--- config.mk ---
export PLATFORM = sky130hd
export DESIGN_NAME = script_push_only_check_unit_flat
export DESIGN_NICKNAME = d
export VERILOG_FILES = /design/src/rtl/spoc_pkg.sv /design/src/rtl/spoc_if.sv /design/src/rtl/spoc_parser.sv /design/src/rtl/script_push_only_check_unit.sv /design/src/flat_wrapper.sv
export SDC_FILE = /design/constraint.sdc
export NUM_CORES = 1
export LEC_CHECK = 0
export ABC_AREA = 1
export BUFFER_PORTS_ARGS = -buffer_cell sky130_fd_sc_hd__buf_2
export CORE_ASPECT_RATIO = 0.75
export CORE_UTILIZATION = 40
export DETAILED_ROUTE_END_ITERATION = 10
export PLACE_DENSITY = 0.63
export SYNTH_ARGS = -nofsm -noshare
export SYNTH_HDL_FRONTEND = slang
export SYNTH_SLANG_ARGS = --single-unit
--- constraint.sdc ---
create_clock -name clk -period 3.8 [get_ports clk]
set_input_delay 0.19 -clock clk [delete_from_list [all_inputs] [get_ports clk]]
set_output_delay 0.19 -clock clk [all_outputs]
set_load 0.01 [all_outputs]
--- src/rtl/spoc_pkg.sv ---
package spoc_pkg;

  typedef logic [7:0] byte_t;

  // parser mode codes
  localparam logic [1:0] MODE_OPCODE = 2'd0;
  localparam logic [1:0] MODE_LENGTH = 2'd1;
  localparam logic [1:0] MODE_DATA   = 2'd2;

  // opcodes of interest
  localparam byte_t OP_PUSH_MAX   = 8'h4b;
  localparam byte_t OP_PUSHDATA1  = 8'h4c;
  localparam byte_t OP_PUSHDATA2  = 8'h4d;
  localparam byte_t OP_PUSH_LEN4  = 8'h4e;
  localparam byte_t OP_NEG_CONST  = 8'h4f;
  localparam byte_t OP_SMALL_LO   = 8'h51;
  localparam byte_t OP_SMALL_HI   = 8'h60;

  typedef struct packed {
    logic [1:0]  parse_mode;
    logic [2:0]  length_bytes_left;
    logic [1:0]  length_shift;
    logic [31:0] length_accum;
    logic [31:0] data_bytes_left;
    logic        failed;
  } parse_state_t;

  localparam parse_state_t STATE_RESET = '{
    parse_mode:        MODE_OPCODE,
    length_bytes_left: 3'd0,
    length_shift:      2'd0,
    length_accum:      32'd0,
    data_bytes_left:   32'd0,
    failed:            1'b0
  };

endpackage

--- src/rtl/spoc_if.sv ---
interface spoc_in_if;
  logic                valid;
  logic                ready;
  spoc_pkg::byte_t     script_byte;
  logic                last_byte;
  logic                empty_script;

  modport source (output valid, output script_byte, output last_byte, output empty_script,
                  input ready);
  modport sink   (input valid, input script_byte, input last_byte, input empty_script,
                  output ready);
endinterface

interface spoc_out_if;
  logic valid;
  logic ready;
  logic push_only;

  modport source (output valid, output push_only, input ready);
  modport sink   (input valid, input push_only, output ready);
endinterface

--- src/rtl/spoc_parser.sv ---
module spoc_parser (
  input  spoc_pkg::parse_state_t cur,
  input  spoc_pkg::byte_t        script_byte,
  input  logic                   last_byte,
  input  logic                   empty_script,
  output spoc_pkg::parse_state_t nxt,
  output logic                   push_only
);
  import spoc_pkg::*;

  parse_state_t st;
  logic [31:0]  accum_new;
  logic [2:0]   left_new;
  logic [31:0]  data_new;

  assign accum_new = cur.length_accum | (32'(script_byte) << {cur.length_shift, 3'b000});
  assign left_new  = cur.length_bytes_left - 3'd1;
  assign data_new  = cur.data_bytes_left - 32'd1;

  always_comb begin
    st = cur;
    if (!empty_script && !cur.failed) begin
      unique case (cur.parse_mode)
        MODE_OPCODE: begin
          if (script_byte == OP_NEG_CONST ||
              (script_byte >= OP_SMALL_LO && script_byte <= OP_SMALL_HI)) begin
            st = cur;
          end else if (script_byte <= OP_PUSH_MAX) begin
            st.data_bytes_left = 32'(script_byte);
            if (script_byte != 8'd0) st.parse_mode = MODE_DATA;
          end else if (script_byte <= OP_PUSH_LEN4) begin
            st.length_bytes_left = (script_byte == OP_PUSHDATA1) ? 3'd1 :
                                   (script_byte == OP_PUSHDATA2) ? 3'd2 : 3'd4;
            st.length_shift      = 2'd0;
            st.length_accum      = 32'd0;
            st.parse_mode        = MODE_LENGTH;
          end else begin
            st.failed = 1'b1;
          end
        end
        MODE_LENGTH: begin
          st.length_accum      = accum_new;
          st.length_shift      = cur.length_shift + 2'd1;
          st.length_bytes_left = left_new;
          if (left_new == 3'd0) begin
            st.data_bytes_left = accum_new;
            st.parse_mode      = (accum_new != 32'd0) ? MODE_DATA : MODE_OPCODE;
          end
        end
        MODE_DATA: begin
          st.data_bytes_left = data_new;
          if (data_new == 32'd0) st.parse_mode = MODE_OPCODE;
        end
        default: st = cur;
      endcase
    end
  end

  assign push_only = !st.failed && (st.parse_mode == MODE_OPCODE);
  // the script ends here: start clean for the next one
  assign nxt = last_byte ? STATE_RESET : st;

endmodule

--- src/rtl/script_push_only_check_unit.sv ---
// The last byte is held in the input stage, its result in the result register.
// Throughput: one byte transaction per cycle, sustained; only a last byte waiting
//   on a full, stalled result register holds the input back.
// Reset: synchronous, active low; clears the input stage, the result register
//   and the parse state, so the next byte is taken as the first opcode.
module script_push_only_check_unit (
  input  logic        clk,
  input  logic        rst_n,
  spoc_in_if.sink     in_ch,
  spoc_out_if.source  out_ch
);
  import spoc_pkg::*;

  // input stage
  logic  s1_valid_r;
  byte_t s1_byte_r;
  logic  s1_last_r;
  logic  s1_empty_r;

  // parse state, one script at a time
  parse_state_t state_r;
  parse_state_t state_nxt;
  logic         push_only_nxt;

  // result register
  logic out_valid_r;
  logic out_push_only_r;

  logic out_free;
  logic advance;

  // Result slot is free when empty or being drained this cycle.
  assign out_free = !out_valid_r || out_ch.ready;
  // Non-last bytes make no result and never wait on the output side.
  assign advance  = s1_valid_r && (!s1_last_r || out_free);

  assign in_ch.ready = !s1_valid_r || advance;

  spoc_parser u_parser (
    .cur          (state_r),
    .script_byte  (s1_byte_r),
    .last_byte    (s1_last_r),
    .empty_script (s1_empty_r),
    .nxt          (state_nxt),
    .push_only    (push_only_nxt)
  );

  always_ff @(posedge clk) begin
    if (!rst_n) begin
      s1_valid_r <= 1'b0;
    end else if (in_ch.ready) begin
      s1_valid_r <= in_ch.valid;
    end
  end

  // input payload, loaded on each accepted transaction
  always_ff @(posedge clk) begin
    if (in_ch.valid && in_ch.ready) begin
      s1_byte_r  <= in_ch.script_byte;
      s1_last_r  <= in_ch.last_byte;
      s1_empty_r <= in_ch.empty_script;
    end
  end

  // parse state moves only when the staged byte is consumed
  always_ff @(posedge clk) begin
    if (!rst_n) begin
      state_r <= STATE_RESET;
    end else if (advance) begin
      state_r <= state_nxt;
    end
  end

  always_ff @(posedge clk) begin
    if (!rst_n) begin
      out_valid_r <= 1'b0;
    end else if (advance && s1_last_r) begin
      out_valid_r <= 1'b1;
    end else if (out_ch.ready) begin
      out_valid_r <= 1'b0;
    end
  end

  always_ff @(posedge clk) begin
    if (advance && s1_last_r) begin
      out_push_only_r <= push_only_nxt;
    end
  end

  assign out_ch.valid     = out_valid_r;
  assign out_ch.push_only = out_push_only_r;

endmodule

--- src/flat_wrapper.sv ---
// flat-port wrapper written by rule: the top's interface ports become plain ports
module script_push_only_check_unit_flat import spoc_pkg::*;
  (clk, rst_n, in_ch_valid, in_ch_script_byte, in_ch_last_byte, in_ch_empty_script, in_ch_ready, out_ch_valid, out_ch_push_only, out_ch_ready);
  spoc_in_if in_ch_i ();
  spoc_out_if out_ch_i ();
  input  logic clk;
  input  logic rst_n;
  input wire logic [$bits(in_ch_i.valid)-1:0] in_ch_valid;
  input wire logic [$bits(in_ch_i.script_byte)-1:0] in_ch_script_byte;
  input wire logic [$bits(in_ch_i.last_byte)-1:0] in_ch_last_byte;
  input wire logic [$bits(in_ch_i.empty_script)-1:0] in_ch_empty_script;
  output wire logic [$bits(in_ch_i.ready)-1:0] in_ch_ready;
  output wire logic [$bits(out_ch_i.valid)-1:0] out_ch_valid;
  output wire logic [$bits(out_ch_i.push_only)-1:0] out_ch_push_only;
  input wire logic [$bits(out_ch_i.ready)-1:0] out_ch_ready;
  assign in_ch_i.valid = in_ch_valid;
  assign in_ch_i.script_byte = in_ch_script_byte;
  assign in_ch_i.last_byte = in_ch_last_byte;
  assign in_ch_i.empty_script = in_ch_empty_script;
  assign in_ch_ready = in_ch_i.ready;
  assign out_ch_valid = out_ch_i.valid;
  assign out_ch_push_only = out_ch_i.push_only;
  assign out_ch_i.ready = out_ch_ready;
  script_push_only_check_unit u_core (.clk(clk), .rst_n(rst_n), .in_ch(in_ch_i), .out_ch(out_ch_i));
endmodule
Word level (Yosys, flattened, before mapping) --
Index checks and enable logic that the tools add are counted.
Operators by class: add/subtract/negate cells 3, magnitude comparators 4, equal/unequal tests 10, shift operators 1, multiplexer cells 22, bitwise gates (word level) 1, reductions and logical operators 28
Operators by type and width (count):
- two-way mux 72 bit | 3
- case mux 32 bit (3 select lines) | 1
- case mux 37 bit (2 select lines) | 1
- two-way mux 32 bit | 2
- two-way mux 39 bit | 1
- two-way mux 37 bit | 1
- zero test 32 bit | 1
- bitwise OR 32 bit | 1
- nonzero test 32 bit | 1
- left shift 8 x 5 -> 32 bit | 1
- subtractor 32 x 1 -> 32 bit, second input constant | 1
- == test 8 x 7 -> 1 bit, second input constant | 3
- less-or-equal comparator 8 x 7 -> 1 bit, second input constant | 3
- != test 3 x 2 -> 1 bit, second input constant | 5
- AND reduction 6 bit | 2
- two-way mux 2 bit | 5
- greater-or-equal comparator 8 x 7 -> 1 bit, second input constant | 1
- nonzero test 8 bit | 1
- logical AND 1 bit | 6
- zero test 1 bit | 6
- two-way mux 3 bit | 2
- case mux 2 bit (3 select lines) | 1
- two-way mux 1 bit | 5
- zero test 2 bit | 2
- 9 further kinds | 13
Word-level totals: flip-flop bits (word level) 85, input port bits 14

Logic depth before layout (Yosys ltp) --
Gate-level depths: netlist of run 1.
depth in word-level cells 10, mapped depth 19

Modules after synthesis --
A second synthesis of run 1 with hierarchy kept.
Unflattened totals: cells, all modules 1272, area, all modules 7791.2 um^2
By module, submodules not included:
- spoc_parser | instances 1, cells an instance 774, area an instance 3951.3 um^2, seq. area each 0.0 um^2
- script_push_only_check_unit | instances 1, cells an instance 498, area an instance 3839.9 um^2, seq. area each 1811.7 um^2

Worst setup path after synthesis of run 1 --
No wires, ideal clock.
path kind register to register, start point reg u_core.state_r[1] (netlist bit), end point reg u_core.out_push_only_r, in the netlist u_core.out_ch.push_only (data pin), library setup time 0.149 ns, data arrival time 1.910 ns, data required time 3.651 ns, slack 1.741 ns, cell stages (with the launch flop) 15, path buffers 0, cells stage by stage dfxtp_1 > inv_1 > ha_1 > nand3_1 > nor2_2 > nand3_1 > xor2_1 > nand3_1 > nor2_1 > nand3_1 > nand2_1 > nand3_1 > nand2_1 > nand2_1 > nor3b_2
Between the ends: cells in the longest elaborated chain, start to end 7
RTL lines:
- from (decl) | line script_push_only_check_unit.sv:21 | parse_state_t state_r;
- from (signal assigned) | line script_push_only_check_unit.sv:70 | state_r <= state_nxt;
- subtractor 32 x 1 -> 32 bit | line spoc_parser.sv:18 | assign data_new = cur.data_bytes_left - 32'd1;
- zero test 32 bit | line spoc_parser.sv:52 | if (data_new == 32'd0) st.parse_mode = MODE_OPCODE;
- two-way mux 2 bit | line spoc_parser.sv:52
- case mux 2 bit (3 select lines) | line spoc_parser.sv:23 | unique case (cur.parse_mode)
- two-way mux 72 bit | line spoc_parser.sv:22 | if (!empty_script && !cur.failed) begin
- zero test 2 bit | line spoc_parser.sv:59 | assign push_only = !st.failed && (st.parse_mode == MODE_OPCODE);
- logical AND 1 bit | line spoc_parser.sv:59
- named net u_core.push_only_nxt | line script_push_only_check_unit.sv:23 | logic push_only_nxt;
- to (signal assigned) | line script_push_only_check_unit.sv:86 | out_push_only_r <= push_only_nxt;
- to (decl) | line script_push_only_check_unit.sv:27 | logic out_push_only_r;
The timed path passes the listed nets, and every way through them passes these cells. The select of a mux whose other input is x is not followed. A chain may end at the register's enable or synchronous reset.

Final worst setup path of run 1 --
start point reg u_core.state_r[65] (netlist bit), end point reg u_core.out_push_only_r, in the netlist u_core.out_ch.push_only (data pin)
Between the ends: cells in the longest elaborated chain, start to end 9
RTL lines:
- left shift 8 x 5 -> 32 bit | line spoc_parser.sv:16 | assign accum_new = cur.length_accum | (32'(script_byte) << {cur.length_shift, 3'b000});
- bitwise OR 32 bit | line spoc_parser.sv:16
- nonzero test 32 bit | line spoc_parser.sv:47 | st.parse_mode = (accum_new != 32'd0) ? MODE_DATA : MODE_OPCODE;
- two-way mux 2 bit | line spoc_parser.sv:47
- two-way mux 2 bit | line spoc_parser.sv:45 | if (left_new == 3'd0) begin
- case mux 2 bit (3 select lines) | line spoc_parser.sv:23
- two-way mux 72 bit | line spoc_parser.sv:22
- zero test 2 bit | line spoc_parser.sv:59
- logical AND 1 bit | line spoc_parser.sv:59
- named net u_core.push_only_nxt | line script_push_only_check_unit.sv:23
The timed path passes the listed nets, and every way through them passes these cells. The select of a mux whose other input is x is not followed.

==> flow_summary.rst, run 1 <==
.. list-table::
   :header-rows: 1

   * - Metric
     - Value
   * - Placeable core region
     - 13000 sq um
   * - Residual DRC count
     - 0
   * - Most instantiated cells after synthesis
     - nand2_1 (199), inv_1 (101), nor2_1 (97), dfxtp_1 (74), a211oi_1 (58)
   * - Layout area overhead
     - 9.72%
   * - Peak VDD IR
     - 244 uV
   * - Vias
     - 5397
   * - Die width
     - 135 um
   * - Maximum root-to-sink buffer count
     - 2
   * - Post-synthesis sequential element count
     - 85
   * - Overall overflow remaining after global route
     - 0
   * - Largest cells by area after synthesis
     - dfxtp_1 (28%), nand2_1 (14%), a211oi_1 (8.2%), inv_1 (7.1%), nor2_1 (6.8%)
   * - Cell type with the largest total area after synthesis
     - dfxtp_1
   * - Summed area of non-filler cells in the final layout
     - 5840 sq um
   * - Number of I/O pins
     - 17
   * - Setup repair after global routing missed its margin
     - no
   * - IO buf count
     - 16
   * - Asr flop ratio synth
     - 0
   * - Maximum fanout along the worst path
     - 17
   * - Share of cells above drive strength 1
     - 0.0785
   * - Yosys warns
     - 0
   * - Fill count
     - 1376
   * - Seq/Total Area, Yosys
     - 0.341
   * - Ratio of routed vias to standard cells
     - 5.47
   * - Clock tree from TritonCTS
     - built
   * - Top sig layer
     - met4
   * - Number of diodes
     - 0
   * - Pre-CTS setup slack
     - 1.09 ns
   * - Gate Count Post-Synth
     - 808
   * - Reported leakage power
     - 2.34 nW
   * - Clock root buffer
     - clkbuf_16
   * - Routed metal-1 wirelength
     - 8.33 mm
   * - Crit path required time
     - 4.00 ns
   * - Remaining antenna violation count
     - 0
   * - Slew margin rel.
     - 0.554
   * - Crit Path Class
     - register to register
   * - Number of violations reported at the end of detailed-routing iteration 0
     - 605
   * - Transition time at the pin with the least slew margin
     - 0.668 ns
   * - Sequential cell area in the final layout
     - 1810 sq um
   * - Clock latency of the later-clocked register in the worst-skew pair
     - 0.35 ns
   * - Wire length of the first global-routing pass
     - 26.5 mm
   * - Largest delay share family, worst path
     - simple AND/OR/NAND/NOR gates
   * - Type of the worst min-delay path
     - primary input to register
   * - Maximum number of pins on one net before global-route repair
     - 51
   * - Layout net count
     - 832
   * - Number of H-tree levels
     - 3
   * - Worst EP arrival
     - 3.05 ns
   * - Net Count, Synth
     - 830
   * - Fraction of post-synthesis cell area in the top cell type by area
     - 0.279
   * - Vias in the first global route
     - 4854
   * - Power per cell area
     - 420 nW/um^2
   * - Cts bufs inserted
     - 9
   * - Slowest cell on the critical path
     - dfxtp_1
   * - Final setup TNS
     - 0 ns
   * - Die area
     - 13800 sq um
   * - Estimated wirelength of the detail-placed design
     - 12.2 mm
   * - Chip height
     - 102 um
   * - Met2 routed WL
     - 6.33 mm
   * - Buffer and inverter count on the worst path
     - 2
   * - WL met3
     - 1.62 mm
   * - Effective utilization at floorplan
     - 0.410
   * - Multi-input gate area
     - 2940 sq um
   * - Longest individual stage delay on the worst path
     - 0.68 ns
   * - Post-CTS clock slew at the launch and capture registers of the worst setup and hold paths
     - 0.07 ns
   * - Overall fraction of global-route tracks in use
     - 0.254
   * - Final setup violation count
     - 0
   * - Initial antenna violation count
     - 0
   * - Startpoint types
     - register
   * - Avg Cell Area, Syn
     - 6.58 sq um
   * - DRT Wirelength
     - 16.5 mm
   * - Pre-Repair DR Iteration Count
     - 5
   * - Synth Flop Type
     - dfxtp_1
   * - EDFF count, synth
     - 11
   * - Series of cell instances along the critical path
     - clkinv_1 -> nand2_1 -> o21ai_0 -> inv_1 -> nand4_1 -> nor3b_1 -> nand4_1 -> o21ai_0 -> o21ai_0 -> nand2_1 -> nand2_1 -> nor3b_2
   * - Global placement routability congestion
     - 0.954
   * - Final period utilization
     - 0.750
   * - Run status
     - finished, final reports clean
   * - Number of maximum-capacitance violations
     - 0
   * - Wire length per cell after detailed routing
     - 16.8 um
   * - Final-report max-slew violation count
     - 0
   * - Total cell area at the placement stage
     - 5520 sq um
   * - Most numerous cell in the Yosys netlist
     - nand2_1
   * - Time the final worst path needs with I/O delays and setup
     - 2.85 ns
   * - Clock Skew
     - 0.00977 ns
   * - Worst Slack Setup Final
     - 0.951 ns
   * - Highest clock frequency the design can meet
     - 351 MHz
   * - Number of placement rows
     - 36
   * - Total count of hold-check failures in the final report
     - 0
   * - Cell area after technology mapping
     - 5320 sq um
   * - Number of distinct library cell variants in the gate-level netlist after synthesis
     - 44
   * - Clock sinks
     - 85
   * - CP Capture Type
     - register
path summary, 6_finish.rpt:
kind | start | end | slack (ns) | cells after the start
max | u_core.state_r[65]$_SDFFE_PN0P_ | u_core.out_ch.push_only$_DFFE_PP_ | 0.95 | 12
min | in_ch_script_byte[0] | u_core.s1_byte_r[0]$_DFFE_PP_ | 0.008 | 1
max reg2reg | u_core.state_r[65]$_SDFFE_PN0P_ | u_core.out_ch.push_only$_DFFE_PP_ | 0.95 | 12
min reg2reg | u_core.state_r[55]$_SDFFE_PN0P_ | u_core.state_r[55]$_SDFFE_PN0P_ | 0.47 | 2
timing repair:
item | in CTS | in global routing
hold buffers | 0 | 1
gates resized for setup | 0 | 0
setup buffers | 0 | 0
hold endpoints to repair | 0 | 1
metrics by stage:
step | utilization | cells | power (mW) | hold WS, ns
floorplan | - | 808 | 1.38 | 0.289
detailed placement | 0.425 | 969 | 1.53 | 0.368
CTS | 0.449 | 985 | 2.45 | 0.00378
global route | 0.450 | 986 | 2.57 | 0.000286
finish | 0.450 | 986 | 2.45 | 0.00778
global placement | 0.425 | 969 | 1.53 | 0.366
flip-flops by register name (all words and copies together) (netlist names):
| name | flops |
|---|---|
| u_core.out_ch.push_only | 1 |
| u_core.s1_empty_r | 1 |
| u_core.s1_last_r | 1 |
| u_core.s1_valid_r | 1 |
| u_core.state_r | 72 |
| u_core.s1_byte_r | 8 |
| u_core.out_ch.valid | 1 |
where the power goes:
part / switching, mW / internal, mW
clock network: 0.409 / 0.520
logic: 0.375 / 0.159
registers: 0.0432 / 0.946
total: 0.827 / 1.63
cells by family (layout without fill, tap and decap cells):
logic type	after synthesis	in the layout	share of synthesized area
fa+ha+maj	8	8	0.0188
buf+inv	142	149	0.107
flops	85	85	0.341
xor+xnor	10	10	0.0165
compound gates	207	207	0.239
simple gates	356	356	0.278
layout by cell type, fill, tap and decap left out, types with 3 or more instances in the layout:
cell type  instances
nand2_1          199
inv_1            100
nor2_1            97
dfxtp_1           74
a211oi_1          58
o21ai_0           56
a21oi_1           47
nand3_1           26
buf_2             16
o21bai_1          13
edfxtp_1          11
buf_4             10
xor2_1             9
o22ai_1            9
clkbuf_16          9
nand4_1            8
a31oi_1            8
ha_1               8
inv_2              5
nor2_2             5
o21ai_1            5
nor3_1             4
nor4_1             3
nand2_2            3
o211ai_1           3
layout make-up:
class / count / share of cell area
Multi-Input combinational cell: 581 / 0.504
Sequential cell: 85 / 0.310
Clock buffer: 9 / 0.0386
Timing Repair Buffer: 27 / 0.0283
Inverter: 106 / 0.0682
Clock inverter: 7 / 0.0142
Tap cell: 171 / 0.0367
per-layer routing:
metal  GRT usage  vias up
li1            -     2690
met1       0.388     2431
met2       0.347      248
met3      0.0694       28
met4      0.0596        0
met5           0        -
(Power assumes the default switching activity.)
==> inputs of run 2 (changes only) <==
--- a/config.mk
+++ b/config.mk
@@ -5,7 +5,7 @@
 export SDC_FILE = /design/constraint.sdc
 export NUM_CORES = 1
 export LEC_CHECK = 0
-export ABC_AREA = 1
+export ABC_AREA = 0
 export BUFFER_PORTS_ARGS = -buffer_cell sky130_fd_sc_hd__buf_2
 export CORE_ASPECT_RATIO = 0.75
 export CORE_UTILIZATION = 40
==> constraint.sdc (replaced) <==
create_clock -name clk -period 2.9 [get_ports clk]
set_input_delay 0.145 -clock clk [delete_from_list [all_inputs] [get_ports clk]]
set_output_delay 0.145 -clock clk [all_outputs]
set_load 0.01 [all_outputs]
==> run 2 against run 1 <==
  * Setup slack lost 0.85 ns
  * Sequential share of layout area decreased by 0.78 points
  * Flip-flop and latch count is the same
  * Clock-buffer cell count up 2
==> flow_summary.rst, run 2 <==
.. list-table::
   :header-rows: 1

   * - Metric
     - Value
   * - Maximum root-to-sink buffer count
     - 2 (unchanged)
   * - Cell type with the largest total area after synthesis
     - dfxtp_1
   * - Switching Fraction
     - 0.253 (-0.0839)
   * - Yosys warns
     - 0 (unchanged)
   * - Fraction of post-synthesis cell area in the top cell type by area
     - 0.284 (+0.00527)
   * - Slowest cell on the critical path
     - or4_2
   * - Number of maximum-capacitance violations
     - 0 (unchanged)
   * - Slew margin rel.
     - 0.407 (-0.147)
   * - Reported leakage power
     - 2.17 nW (-7.4%)
   * - DRT Wirelength
     - 16.2 mm (-2.0%)
   * - Residual DRC count
     - 0 (unchanged)
   * - Largest cells by area after synthesis
     - dfxtp_1 (28%), a21oi_1 (7.8%), edfxtp_1 (6.3%), nor2_1 (5.1%), o21ai_0 (3.6%)
   * - Run status
     - finished, final reports clean
   * - Highest clock frequency the design can meet
     - 357 MHz (+1.8%)
   * - Post-synthesis sequential element count
     - 85 (unchanged)
   * - Final period utilization
     - 0.965 (+0.216)
   * - Maximum fanout along the worst path
     - 7 (-10)
   * - Crit Path Class
     - register to register
   * - Most numerous cell in the Yosys netlist
     - a21oi_1
   * - Number of diodes
     - 0 (unchanged)
   * - Cell area after technology mapping
     - 5220 sq um (-1.9%)
   * - CP Capture Type
     - register
   * - Die width
     - 134 um (-0.92%)
   * - Most instantiated cells after synthesis
     - a21oi_1 (81), dfxtp_1 (74), nor2_1 (71), nand2_1 (42), o21ai_0 (38)
   * - Number of distinct library cell variants in the gate-level netlist after synthesis
     - 77 (+75%)
   * - Share of cells above drive strength 1
     - 0.137 (+0.0590)
   * - Final setup violation count
     - 0 (unchanged)
   * - IO buf count
     - 16 (unchanged)
   * - Overall fraction of global-route tracks in use
     - 0.248 (-0.00669)
   * - Maximum number of pins on one net before global-route repair
     - 48 (-5.9%)
   * - Ratio of routed vias to standard cells
     - 6.14 (+12%)
   * - Longest individual stage delay on the worst path
     - 0.68 ns (about the same)
   * - Layout area overhead
     - 14.7%
   * - Vias
     - 5265 (-2.4%)
   * - Startpoint types
     - register
   * - Time the final worst path needs with I/O delays and setup
     - 2.80 ns (-0.0492 ns)
   * - Top library cells by usage in the layout, fill and taps aside
     - a21oi_1 (81), dfxtp_1 (74), nor2_1 (70)
   * - Share of total power in combinational logic
     - 0.106 (-0.112)
   * - Net Count, Synth
     - 682 (-18%)
   * - Overall overflow remaining after global route
     - 0 (unchanged)
   * - Post-CTS clock slew at the launch and capture registers of the worst setup and hold paths
     - 0.06 ns (about the same)
   * - Number of violations reported at the end of detailed-routing iteration 0
     - 464 (-23%)
   * - Wire length of the first global-routing pass
     - 25.7 mm (-2.9%)
   * - Layout net count
     - 708 (-15%)
   * - Placeable core region
     - 12500 sq um (-3.8%)
   * - Clock latency of the later-clocked register in the worst-skew pair
     - 0.34 ns (about the same)
   * - EDFF count, synth
     - 11 (unchanged)
   * - Total chip power
     - 2.69 mW (+9.9%)
   * - Remaining antenna violation count
     - 0 (unchanged)
   * - Gate Count Post-Synth
     - 660 (-18%)
   * - Largest delay share family, worst path
     - simple AND/OR/NAND/NOR gates
   * - Power per cell area
     - 450 nW/um^2 (+7.1%)
   * - Summed area of non-filler cells in the final layout
     - 5990 sq um (+2.6%)
   * - Number of I/O pins
     - 17 (unchanged)
   * - Estimated wirelength of the detail-placed design
     - 11.5 mm (-6.0%)
   * - Total cell area at the placement stage
     - 5540 sq um (+0.45%)
   * - Inst Count DP
     - 829 (-14%)
   * - Total count of hold-check failures in the final report
     - 0 (unchanged)
   * - Worst EP arrival
     - 2.90 ns (-0.15 ns)
   * - Core occupancy in the finished layout
     - 0.480 (+0.0298)
   * - Avg Cell Area, Syn
     - 7.91 sq um (+20%)
   * - Synth Flop Type
     - dfxtp_1
   * - Transition time at the pin with the least slew margin
     - 0.884 ns (+0.216 ns)
   * - Number of H-tree levels
     - 3 (unchanged)
   * - Largest register by flop count
     - u_core.state_r
   * - Peak VDD IR
     - 302 uV (+24%)
   * - Regs by FF count
     - u_core.state_r (72), u_core.s1_byte_r (8)
   * - Max FFs per register
     - 72 (unchanged)
   * - Number of non-filler instances in the completed layout
     - 857 (-13%)
   * - Pre-Repair DR Iteration Count
     - 5 (unchanged)
   * - Design internal power
     - 2.01 mW (+24%)
   * - Clock Power Share
     - 0.440 (+0.061)
   * - Clock Skew
     - 0.00559 ns (-0.00418 ns)
   * - Wire length per cell after detailed routing
     - 18.9 um (+13%)
   * - Series of cell instances along the critical path
     - nor4_2 -> nand3_2 -> or4_2 -> nand4_1 -> nor4_1 -> a211o_1 -> a31o_1
   * - Global placement routability congestion
     - 0.890 (-6.8%)
   * - Initial antenna violation count
     - 0 (unchanged)
   * - Type of the worst min-delay path
     - primary input to register
   * - Clock root buffer
     - clkbuf_16
   * - Buffer and inverter count on the worst path
     - 0 (-2)
   * - Flop pwr share
     - 0.453 (+0.050)
   * - NetSw
     - 0.682 mW (-17%)
   * - Clock tree from TritonCTS
     - built
   * - Effective utilization at floorplan
     - 0.418 (+0.00823)
   * - Leading cell type in the layout, fill and taps excluded
     - a21oi_1
   * - Cts bufs inserted
     - 9 (unchanged)
   * - Crit path required time
     - 3.00 ns (-1.00 ns)
   * - Final hold slack
     - 0.0712 ns (+0.0634 ns)
   * - Fill count
     - 1251 (-9.1%)
   * - Final-report max-slew violation count
     - 0 (unchanged)
   * - Number of placement rows
     - 35 (-2.8%)
   * - Chip height
     - 101 um (-0.92%)
   * - Die area
     - 13500 sq um (-1.8%)
   * - Vias in the first global route
     - 4934 (+1.6%)
   * - Seq/Total Area, Yosys
     - 0.347 (+0.00645)
   * - Asr flop ratio synth
     - 0 (unchanged)
   * - Clock sinks
     - 85 (unchanged)
-- run 2: changes by cell type after synthesis, moves of 21 or more --
cell / delta
nor3_1: +24
inv_1: -84
nand2_1: -157
and2_1: +21
nor2_1: -26
a211oi_1: -53
a21oi_1: +34
-- run 2: path summary, 6_finish.rpt --
| check | startpoint | to | slack, ns | cells after the start |
|---|---|---|---|---|
| min reg2reg | u_core.state_r[33]$_SDFFE_PN0P_ | u_core.state_r[33]$_SDFFE_PN0P_ | 0.50 | 2 |
| min | in_ch_valid | u_core.s1_valid_r$_SDFFE_PN0N_ | 0.07 | 3 |
| max | u_core.state_r[10]$_SDFFE_PN0P_ | u_core.out_ch.push_only$_DFFE_PP_ | 0.10 | 7 |
| max reg2reg | u_core.state_r[10]$_SDFFE_PN0P_ | u_core.out_ch.push_only$_DFFE_PP_ | 0.10 | 7 |
-- run 2: layout make-up --
class / count / area (sq um) / area share
Multi-Input combinational cell: 506 / 3100 / 0.518
Sequential cell: 85 / 1810 / 0.303
Timing Repair Buffer: 67 / 500 / 0.0836
Clock buffer: 11 / 243 / 0.0406
Tap cell: 166 / 208 / 0.0347
Inverter: 17 / 63.8 / 0.0107
Clock inverter: 5 / 60.1 / 0.0100
-- run 2: cells by family (layout without fill, tap and decap cells) --
kind of cell             count (synthesis)  after routing  share of synthesized area
AND/OR/NAND/NOR                        255            255                      0.264
AO/OA/AOI/OAI                          224            224                      0.273
flip-flops                              85             85                      0.347
buffers and inverters                   69            100                     0.0647
XOR/XNOR                                18             18                     0.0302
adder cells (fa/ha/maj)                  8              8                     0.0192
multiplexers                             1              1                    0.00192
-- run 2: through the flow --
step	setup WS (ns)	TNS, ns
after global routing	-0.0258	-0.0391
after global placement	0.211	0
after CTS	0.0676	0
after floorplan	0.110	0
after detailed placement	0.0797	0
final	0.100	0
-- run 2: tightest hold or removal path, delay by kind of cell --
kind | cells | cell delay (ns)
compound gates | 1 | 0.07
buf+inv | 2 | 0.14
-- run 2: power groups by stage --
stage	Combinational, mW	Sequential, mW	Clock (mW)
after floorplan	0.179	1.24	0
after global placement	0.260	1.25	0
after detailed placement	0.263	1.25	0
after CTS	0.274	1.22	1.20
after global routing	0.307	1.22	1.26
final	0.287	1.22	1.19
-- run 2: metal layers --
| metal | global-route usage | up-vias | wire (um) |
|---|---|---|---|
| met5 | 0 | - | 0 |
| met4 | 0.0822 | 0 | 330 |
| met3 | 0.0538 | 29 | 1190 |
| met2 | 0.385 | 220 | 7180 |
| met1 | 0.339 | 2535 | 7500 |
| li1 | - | 2481 | - |
-- run 2: what timing repair did --
action	CTS	global route
endpoints found under the setup margin	0	7
hold buffers	10	0
hold endpoints to repair	10	0
setup buffers	0	2
resized for setup	0	5
